==> src/design/mlsalu_pkg.sv <==
// Shared types and codes for the limb-serial multiprecision ALU.
// Used by the controller, the datapath and the top level; no dependencies.
`default_nettype none

package mlsalu_pkg;

  // Operation codes carried in the action field
  localparam logic [1:0] ACT_ADD = 2'd0;
  localparam logic [1:0] ACT_SUB = 2'd1;
  localparam logic [1:0] ACT_MUL = 2'd2;
  localparam logic [1:0] ACT_DIV = 2'd3;

  // Status codes reported on the last limb
  localparam logic [1:0] ST_OK       = 2'd0;
  localparam logic [1:0] ST_CARRY    = 2'd1;
  localparam logic [1:0] ST_MUL_OVF  = 2'd2;
  localparam logic [1:0] ST_DIV_ZERO = 2'd3;

  // Input item
  typedef struct packed {
    logic [1:0]  action;
    logic        first_limb;
    logic        last_limb;
    logic [31:0] dest_limb;
    logic [31:0] src_limb;
    logic [31:0] factor;
  } in_t;

  // Result item
  typedef struct packed {
    logic [31:0] result_limb;
    logic        result_last;
    logic [1:0]  status;
  } out_t;

  // Controller states
  typedef enum logic [1:0] {
    S_IDLE,
    S_SETUP,
    S_DIV,
    S_DONE
  } state_t;

  // Commands from controller to datapath
  typedef struct packed {
    logic latch;      // capture the input item
    logic div_start;  // load the divider
    logic div_step;   // one quotient bit
    logic commit;     // write result register, update running carry
  } cmd_t;

  // Status from datapath to controller
  typedef struct packed {
    logic div_run;    // item is a divide by a nonzero factor
    logic div_last;   // final quotient bit this cycle
    logic out_free;   // result register can take a new result
  } sts_t;

endpackage

`default_nettype wire

==> src/design/multiprecision_limb_serial_alu_core.sv <==
// Limb-serial multiprecision ALU, one result limb per input limb.
// Add, subtract, multiply and divide by zero go from the setup state to the done state;
// a divide by a nonzero factor also runs the restoring divider, one quotient bit per
// cycle, over LIMB_BITS bits (2*LIMB_BITS when the carried remainder is not below the
// factor). The result is registered on commit, and a new input is not accepted until
// the current item has committed. Output stalls hold the item in flight.
`default_nettype none

module multiprecision_limb_serial_alu_core #(
  parameter int LIMB_BITS = 32
) (
  input  wire logic              clk,
  input  wire logic              rst_n,
  input  wire logic              in_valid,
  output logic                   in_ready,
  input  wire mlsalu_pkg::in_t   in_data,
  output logic                   out_valid,
  input  wire logic              out_ready,
  output mlsalu_pkg::out_t       out_data
);

  // Synchronous active-low reset clears the controller state, running carry and result valid.
  mlsalu_pkg::cmd_t cmd;
  mlsalu_pkg::sts_t sts;

  mlsalu_ctrl u_ctrl (
    .clk      (clk),
    .rst_n    (rst_n),
    .in_valid (in_valid),
    .in_ready (in_ready),
    .sts      (sts),
    .cmd      (cmd)
  );

  mlsalu_dp #(
    .LIMB_BITS (LIMB_BITS)
  ) u_dp (
    .clk       (clk),
    .rst_n     (rst_n),
    .in_data   (in_data),
    .cmd       (cmd),
    .sts       (sts),
    .out_valid (out_valid),
    .out_ready (out_ready),
    .out_data  (out_data)
  );

endmodule

`default_nettype wire

==> src/design/mlsalu_ctrl.sv <==
// Controller state machine for the limb-serial ALU.
// Depends on mlsalu_pkg for state, command and status types.
`default_nettype none

module mlsalu_ctrl (
  input  wire logic              clk,
  input  wire logic              rst_n,
  input  wire logic              in_valid,
  output logic                   in_ready,
  input  wire mlsalu_pkg::sts_t  sts,
  output mlsalu_pkg::cmd_t       cmd
);

  mlsalu_pkg::state_t state_r, state_nxt;

  // State register
  always_ff @(posedge clk) begin
    if (!rst_n) begin
      state_r <= mlsalu_pkg::S_IDLE;
    end else begin
      state_r <= state_nxt;
    end
  end

  // Next state and commands
  always_comb begin
    state_nxt     = state_r;
    cmd           = '0;
    in_ready      = 1'b0;
    case (state_r)
      mlsalu_pkg::S_IDLE: begin
        in_ready  = 1'b1;
        cmd.latch = in_valid;
        if (in_valid) begin
          state_nxt = mlsalu_pkg::S_SETUP;
        end
      end
      mlsalu_pkg::S_SETUP: begin
        if (sts.div_run) begin
          cmd.div_start = 1'b1;
          state_nxt     = mlsalu_pkg::S_DIV;
        end else begin
          state_nxt = mlsalu_pkg::S_DONE;
        end
      end
      mlsalu_pkg::S_DIV: begin
        cmd.div_step = 1'b1;
        if (sts.div_last) begin
          state_nxt = mlsalu_pkg::S_DONE;
        end
      end
      mlsalu_pkg::S_DONE: begin
        // wait for the result register to drain
        if (sts.out_free) begin
          cmd.commit = 1'b1;
          state_nxt  = mlsalu_pkg::S_IDLE;
        end
      end
      default: begin
        state_nxt = mlsalu_pkg::S_IDLE;
      end
    endcase
  end

endmodule

`default_nettype wire

==> src/design/mlsalu_dp.sv <==
// Datapath for the limb-serial ALU: operand latch, running carry,
// restoring divider, add/sub/multiply logic and result register.
// Depends on mlsalu_pkg for payload, command and status types.
`default_nettype none

module mlsalu_dp #(
  parameter int LIMB_BITS = 32
) (
  input  wire logic              clk,
  input  wire logic              rst_n,
  input  wire mlsalu_pkg::in_t   in_data,
  input  wire mlsalu_pkg::cmd_t  cmd,
  output mlsalu_pkg::sts_t       sts,
  output logic                   out_valid,
  input  wire logic              out_ready,
  output mlsalu_pkg::out_t       out_data
);

  localparam int LB = LIMB_BITS;
  localparam int CW = $clog2(2 * LB + 1);

  mlsalu_pkg::in_t   op_r;
  logic [LB-1:0]     carry_r;
  logic [LB-1:0]     rem_r;
  logic [2*LB-1:0]   sh_r;
  logic [LB-1:0]     q_r;
  logic [CW-1:0]     cnt_r;
  mlsalu_pkg::out_t  out_r;
  logic              out_valid_r;

  // Masked operands and effective carry
  logic [LB-1:0] d, s, f, c_eff;
  assign d     = op_r.dest_limb[LB-1:0];
  assign s     = op_r.src_limb[LB-1:0];
  assign f     = op_r.factor[LB-1:0];
  assign c_eff = op_r.first_limb ? '0 : carry_r;

  // Operand latch
  always_ff @(posedge clk) begin
    if (cmd.latch) begin
      op_r <= in_data;
    end
  end

  // Divider: one quotient bit per cycle
  logic [LB:0]   trial;
  logic          ge;
  logic [LB:0]   trial_sub;
  assign trial     = {rem_r, sh_r[2*LB-1]};
  assign ge        = trial >= {1'b0, f};
  assign trial_sub = trial - {1'b0, f};

  always_ff @(posedge clk) begin
    if (cmd.div_start) begin
      if (c_eff < f) begin
        // remainder already below divisor: only the low limb's bits remain
        rem_r <= c_eff;
        sh_r  <= {d, {LB{1'b0}}};
        cnt_r <= CW'(LB);
      end else begin
        rem_r <= '0;
        sh_r  <= {c_eff, d};
        cnt_r <= CW'(2 * LB);
      end
    end else if (cmd.div_step) begin
      rem_r <= ge ? trial_sub[LB-1:0] : trial[LB-1:0];
      sh_r  <= {sh_r[2*LB-2:0], 1'b0};
      q_r   <= {q_r[LB-2:0], ge};
      cnt_r <= cnt_r - CW'(1);
    end
  end

  assign sts.div_run  = (op_r.action == mlsalu_pkg::ACT_DIV) && (f != '0);
  assign sts.div_last = (cnt_r == CW'(1));
  assign sts.out_free = !out_valid_r || out_ready;

  // Result selection
  logic [LB+1:0]   sum;
  logic [LB:0]     need;
  logic [LB+1:0]   diff;
  logic [2*LB-1:0] prod;
  logic [LB-1:0]   res;
  logic [LB-1:0]   c_new;
  logic [1:0]      st;

  assign sum  = {2'b00, d} + {2'b00, s} + {2'b00, c_eff};
  assign need = {1'b0, s} + {1'b0, c_eff};
  assign diff = {2'b00, d} - {1'b0, need};
  assign prod = {{LB{1'b0}}, f} * {{LB{1'b0}}, d} + {{LB{1'b0}}, c_eff};

  always_comb begin
    res   = '0;
    c_new = '0;
    st    = mlsalu_pkg::ST_OK;
    case (op_r.action)
      mlsalu_pkg::ACT_ADD: begin
        res   = sum[LB-1:0];
        c_new = LB'(sum[LB+1:LB]);
        if (op_r.last_limb && (c_new != '0)) begin
          st = mlsalu_pkg::ST_CARRY;
        end
      end
      mlsalu_pkg::ACT_SUB: begin
        res   = diff[LB-1:0];
        c_new = LB'({{LB{1'b0}}, ({1'b0, d} < need)});
        if (op_r.last_limb && (c_new != '0)) begin
          st = mlsalu_pkg::ST_CARRY;
        end
      end
      mlsalu_pkg::ACT_MUL: begin
        res   = prod[LB-1:0];
        c_new = prod[2*LB-1:LB];
        if (op_r.last_limb && (c_new != '0)) begin
          st = mlsalu_pkg::ST_MUL_OVF;
        end
      end
      default: begin
        if (f == '0) begin
          if (op_r.last_limb) begin
            st = mlsalu_pkg::ST_DIV_ZERO;
          end
        end else begin
          res   = q_r;
          c_new = rem_r;
        end
      end
    endcase
  end

  // Running carry
  always_ff @(posedge clk) begin
    if (!rst_n) begin
      carry_r <= '0;
    end else if (cmd.commit) begin
      carry_r <= c_new;
    end
  end

  // Result register
  always_ff @(posedge clk) begin
    if (!rst_n) begin
      out_valid_r <= 1'b0;
    end else if (cmd.commit) begin
      out_valid_r <= 1'b1;
    end else if (out_ready) begin
      out_valid_r <= 1'b0;
    end
  end

  always_ff @(posedge clk) begin
    if (cmd.commit) begin
      out_r.result_limb <= 32'(res);
      out_r.result_last <= op_r.last_limb;
      out_r.status      <= st;
    end
  end

  assign out_valid = out_valid_r;
  assign out_data  = out_r;

endmodule

`default_nettype wire

==> config.mk <==
export PLATFORM = sky130hd
export DESIGN_NAME = multiprecision_limb_serial_alu_core
export DESIGN_NICKNAME = d
export VERILOG_FILES = /design/src/design/mlsalu_pkg.sv /design/src/design/multiprecision_limb_serial_alu_core.sv /design/src/design/mlsalu_ctrl.sv /design/src/design/mlsalu_dp.sv
export SDC_FILE = /design/constraint.sdc
export NUM_CORES = 2
export LEC_CHECK = 0
export BUFFER_PORTS_ARGS = -buffer_cell sky130_fd_sc_hd__buf_4
export CAP_MARGIN = 10
export CELL_PAD_IN_SITES_DETAIL_PLACEMENT = 0
export CELL_PAD_IN_SITES_GLOBAL_PLACEMENT = 1
export CORE_ASPECT_RATIO = 0.5
export CORE_MARGIN = 5
export CORE_UTILIZATION = 50
export CTS_CLUSTER_SIZE = 10
export DETAILED_ROUTE_END_ITERATION = 10
export GPL_ROUTABILITY_DRIVEN = 0
export HOLD_SLACK_MARGIN = 0.12
export PLACE_DENSITY = 0.81
export SETUP_SLACK_MARGIN = 0.5
export SLEW_MARGIN = 0
export SYNTH_ARGS = -nofsm -noshare
export SYNTH_HDL_FRONTEND = slang
export SYNTH_SLANG_ARGS = --single-unit
==> constraint.sdc <==
create_clock -name clk -period 13.8 [get_ports clk]
set_input_delay 2.76 -clock clk [delete_from_list [all_inputs] [get_ports clk]]
set_output_delay 2.76 -clock clk [all_outputs]
set_load 0.05 [all_outputs]
# After elaboration in Yosys (flattened, before gate mapping)
# Index checks and enable logic that the tools add are counted.
[classes] mux=35 eq_ne=10 n_bitwise=1 add_sub_neg=7 order_cmp=3 multipliers=1 n_reduce_logical=16
[ops] op="two-way mux 32 bit" count=7
[ops] op="two-way mux 64 bit" count=3
[ops] op="case mux 32 bit (3 select lines)" count=2
[ops] op="adder 32 x 32 -> 33 bit" count=2
[ops] op="adder 64 x 32 -> 64 bit" count=1
[ops] op="multiplier 32 x 32 -> 64 bit" count=1
[ops] op="nonzero test 32 bit" count=2
[ops] op="subtractor 32 bit" count=2
[ops] op="adder 34 x 32 -> 34 bit" count=1
[ops] op="greater-or-equal comparator 33 x 32 -> 1 bit" count=1
[ops] op="less-than comparator 32 x 33 -> 1 bit" count=1
[ops] op="zero test 32 bit" count=1
[ops] op="less-than comparator 32 bit" count=1
[ops] op="two-way mux 7 bit" count=3
[ops] op="two-way mux 1 bit" count=12
[ops] op="two-way mux 2 bit" count=6
[ops] op="equality test 2 bit, second input constant" count=4
[ops] op="case mux 2 bit (4 select lines)" count=1
[ops] op="equality test 7 x 1 -> 1 bit, second input constant" count=1
[ops] op="subtractor 7 x 1 -> 7 bit, second input constant" count=1
[ops] op="inequality test 2 bit, second input constant" count=3
[ops] op="case mux 2 bit (3 select lines)" count=1
[ops] op="nonzero test 2 bit" count=3
[ops] op="equality test 2 x 1 -> 1 bit, second input constant" count=2
[ops] op="other kinds (7)" count=11
[totals] output_inout_bits=37 reg_bits=305 inputBits=104 elab_cells=89

# Depth between registers and ports, before layout
[depth] depth_word=6 depth_mapped=31 depth_no_buf=29

# By module
# A second synthesis with hierarchy kept.
[hier_totals] hier_cells=5806 area_unflattened_um2=54903.9
[by_module_without_submodules] mod="mlsalu_dp" instances=1 seq_area_each_um2=8768.4 area_each_um2=54700.0 cells_per_inst=5783
[by_module_without_submodules] mod="mlsalu_ctrl" instances=1 seq_area_each_um2=40.0 area_each_um2=203.9 cells_per_inst=23

# Least setup slack after synthesis
# OpenSTA, ideal clock, no wires.
[synth_path] path_type="flip-flop to flip-flop" startpoint="reg u_dp.op_r (netlist bit u_dp.d[0])" endpoint="reg u_dp.out_r (netlist bit u_dp.out_data[1]), data pin" required_ps=13528 period_less_slack_ps=8338 path_stages_with_launch=30 arrival_time_ps=8066 n_path_buf=3 slack_ps=5462 setup_ps=272 cell_sequence="edfxtp_1 -> clkbuf_1 -> clkinv_1 -> buf_1 -> nor2_1 -> fa_1 -> fa_1 -> fa_1 -> inv_1 -> fa_1 -> inv_1 -> fa_1 -> fa_1 -> fa_1 -> inv_1 -> fa_1 -> inv_1 -> ha_1 -> buf_4 -> nand4_4 -> or4_4 -> or3_4 -> nor3_2 -> a21oi_2 -> o31ai_4 -> a311o_2 -> a21boi_2 -> a2111o_1 -> nor4_2 -> a32oi_1"
[synth_between] elab_chain_len=6
[synth_rtl] element="from (decl)" line_no="mlsalu_dp.sv:22" rtl="mlsalu_pkg::in_t op_r;"
[synth_rtl] element="from (signal assigned)" line_no="mlsalu_dp.sv:41" rtl="op_r <= in_data;"
[synth_rtl] element="multiplier 32 x 32 -> 64 bit" line_no="mlsalu_dp.sv:89" rtl="assign prod = {{LB{1'b0}}, f} * {{LB{1'b0}}, d} + {{LB{1'b0}}, c_eff};"
[synth_rtl] element="adder 64 x 32 -> 64 bit" line_no="mlsalu_dp.sv:89"
[synth_rtl] element="nonzero test 32 bit" line_no="mlsalu_dp.sv:113" rtl="if (op_r.last_limb && (c_new != '0)) begin"
[synth_rtl] element="logical AND 1 bit" line_no="mlsalu_dp.sv:113"
[synth_rtl] element="two-way mux 2 bit" line_no="mlsalu_dp.sv:113"
[synth_rtl] element="case mux 2 bit (3 select lines)" line_no="mlsalu_dp.sv:95" rtl="case (op_r.action)"
[synth_rtl] element="named net u_dp.st[1]" line_no="mlsalu_dp.sv:84" rtl="logic [1:0] st;"
[synth_rtl] element="to (decl)" line_no="mlsalu_dp.sv:28" rtl="mlsalu_pkg::out_t out_r;"
# The timed path passes the listed nets, and every way through them passes these cells.
# A chain may end at the register's enable or synchronous reset.

# Worst setup path in the final report
# Ends and elaborated chain as after synthesis.

==> metrics.yaml <==
logic_synthesis:
  synth.yosys.warnings: 0
  synth_async_sr_flop_share: 0
  synth_ff_type: "edfxtp_1"
  synth-seq-area-share: 0.156
  syn-cell-area_mm2: 0.0563
  netlist_instances: 6151
  synth-edff-count: 270
  syn_avg_cell_area_um2: 9.15
  synth.distinct_cells: 100
  syn-num-nets: 7648
  ys_ff_latch: 305
die:
  start_util: 0.502
  fp.dieW_um: 485
  die_area_mm2: 0.120
  row_count: 87
  fp.coreArea_mm2: 0.112
  die_height_um: 247
  pin_count: 141
routing:
  wl_mm: 180
  routed-wl-met2_mm: 79.7
  viasPerCell: 5.85
  wl_met1_mm: 73.7
  post_drt_wl_per_cell_um: 23.4
  wl_met3_mm: 20.0
  antenna_left: 0
  drc_errors: 0
  first_iter_violations: 4349
  vias: 44900
  firstDrtPassIters: 6
  highest_layer: "met4"
grt:
  track_usage: 0.303
  grt_first_pass_wirelength_mm: 280
  antenna_found_initial: 6
  grt_overflow: 0
  grt_start_max_net_pins: 80
  grt_pass1_vias: 47600
placement:
  dp_hpwl_mm: 139
  place.port_buffers: 140
  place_area_mm2: 0.0590
  placed_cells: 7614
worst_setup_path:
  slowest_stage: "fa_1"
  worstSetupPathType: "flop to flop"
  path_buf_inv: 6
  cp.arrival_ns: 9.87
  critPathLaunchType: "flop"
  crit_path_frequent_cell: "fa_1"
  worst_ep_required_time_ns: 14.12
  cp_top_family: "adder cells"
  max_stage_delay_ns: 0.58
  critPathMaxFanout: 20
  crit_path_end_kind: "flop"
sta:
  tightestPinTransition_ns: 1.13
  setup_violations: 0
  hold_violations: 0
  fin_hold_ws_ns: 0.445
  rsz0062_at_grt: "no"
  drv_slew: 0
  maxSlewHeadroom: 0.244
  min_period_ns: 9.55
  finClkSkew_ns: 0.0373
  fin_setup_tns_ns: 0
  fmax_ghz: 0.105
  final.period_utilization: 0.692
worst_hold_path:
  hp-class: "flop to flop"
clock_tree:
  post_cts_buffers: 0
  root_buffer: "clkbuf_16"
  cts-buffers-inserted: 39
  clkTransAtPathRegs_ns: 0.06
  cts_tree: "built"
  cts.path.max_buffers: 3
  clkLatencyLatePin_ns: 0.61
  htreeDepth: 2
  post_cts_resized: 0
  hold_buffers: 0
  cts_num_sinks: 305
run_status:
  status: "completed"
cells_and_area:
  final_area_mm2: 0.0601
  area_growth_pct: 6.80
  fin_nets: 7639
  drive_above_1_share: 0.0574
  final_cells: 7683
run:
  max-cap-violations: 0
[worst register-to-register path, delay by kind of cell, from the launching register on]
family	cells	cell delay [ns]
buffers and inverters	6	1.04
adders and majority gates	9	4.47
xor gates and xnor gates	1	0.20
DFF	1	0.33
AOI/OAI and AO/OA	6	1.79
and+or+nand+nor	5	1.42
[per-layer routing]
layer | track usage | vias up
met1 | 0.408 | 22800
met4 | 0.0982 | 0
li1 | - | 19700
met5 | 0 | -
met2 | 0.480 | 2100
met3 | 0.0784 | 373
[flip-flops by register name, indices dropped and copies added, names as in the netlist]
register	flops
u_dp.cnt_r	7
u_dp.d	32
u_dp.sh_r	64
u_dp.out_valid	1
u_dp.q_r	32
u_dp.op_r	4
u_dp.carry_r	32
u_dp.rem_r	32
u_dp.out_data	35
u_ctrl.state_r	2
u_dp.s	32
u_dp.f	32
[through the flow]
step | util | worst slack (ns)
after detailed placement | 0.525 | 4.41
after global placement | 0.525 | 4.55
after floorplan | - | 5.46
final | 0.536 | 4.25
after CTS | 0.536 | 4.34
after global routing | 0.536 | 3.75
[area by class of cell]
| class | instances | area (um^2) |
|---|---|---|
| inverter | 1083 | 4070 |
| antenna | 3 | 7.51 |
| fill | 10200 | 52100 |
| clock buffer | 56 | 1060 |
| timing repair buffer | 259 | 1940 |
| clock inverter | 10 | 95.1 |
| tap | 1513 | 1890 |
| sequential | 305 | 8810 |
| multi-input combinational | 4454 | 42300 |
[path summary, 6_finish.rpt]
check / start / end / slack [ns] / cells past startpoint
worst max-delay path: u_dp.d[0] / u_dp.out_data[1] / 4.25 / 27
worst min-delay path: u_dp.q_r[4] / u_dp.q_r[5] / 0.44 / 0
worst max register to register: u_dp.d[0] / u_dp.out_data[1] / 4.25 / 27
worst min register to register: u_dp.q_r[4] / u_dp.q_r[5] / 0.44 / 0
[Yosys cell counts (all sizes together), types with 9 or more instances]
master | number | share of area
a2111oi | 11 | 0.0022
a211o | 9 | 0.0014
a211oi | 33 | 0.0044
a21boi | 9 | 0.0013
a21o | 125 | 0.017
a21oi | 269 | 0.024
a221o | 13 | 0.0023
a221oi | 31 | 0.0048
a22oi | 13 | 0.0017
a31oi | 25 | 0.0028
a32oi | 9 | 0.0014
and2 | 600 | 0.067
and3 | 25 | 0.0028
buf | 32 | 0.0031
clkbuf | 277 | 0.018
dfxtp | 35 | 0.012
edfxtp | 270 | 0.14
fa | 933 | 0.33
ha | 460 | 0.10
inv | 1079 | 0.072
mux2i | 45 | 0.0080
nand2 | 660 | 0.044
nand2b | 48 | 0.0053
nand3 | 51 | 0.0045
nand4 | 43 | 0.0052
nor2 | 216 | 0.014
nor2b | 63 | 0.0070
nor3 | 67 | 0.0060
nor4 | 22 | 0.0027
o211ai | 16 | 0.0022
o21a | 42 | 0.0056
o21ai | 242 | 0.022
o21bai | 27 | 0.0036
o22ai | 9 | 0.0010
o311ai | 9 | 0.0014
o31ai | 17 | 0.0026
or2 | 10 | 0.0011
or3 | 23 | 0.0026
xnor2 | 106 | 0.016
xor2 | 77 | 0.012
[placed cells by master (no fill, tap or decap), types with 27 or more instances in the layout]
cell,netlist,final
a221oi_1,31,31
o21ai_0,231,231
mux2i_1,45,45
a211oi_1,33,33
xor2_1,77,77
nand2b_1,48,47
clkbuf_16,0,39
nor3_1,66,65
xnor2_1,106,106
buf_4,7,259
a21o_1,125,125
nor2b_1,63,63
inv_1,1078,1078
a21oi_1,266,266
and2_1,600,598
nand4_1,41,41
o21a_1,42,42
ha_1,460,460
dfxtp_1,35,35
o21bai_1,27,27
nand3_1,51,51
fa_1,933,933
nand2_1,659,658
nor2_1,216,215
edfxtp_1,270,270
[cell families after synthesis]
family	Yosys count	share of synthesized area
flip-flops	305	0.156
multiplexers	47	0.00840
buffers and inverters	1392	0.0938
AND/OR/NAND/NOR	1858	0.167
adder cells (fa/ha/maj)	1393	0.434
XOR/XNOR	183	0.0285
AO/OA/AOI/OAI	973	0.112
Power is left out: the tool's default activity adds up to more than one toggle a clock period on the data nets, which glitch-free logic cannot reach.
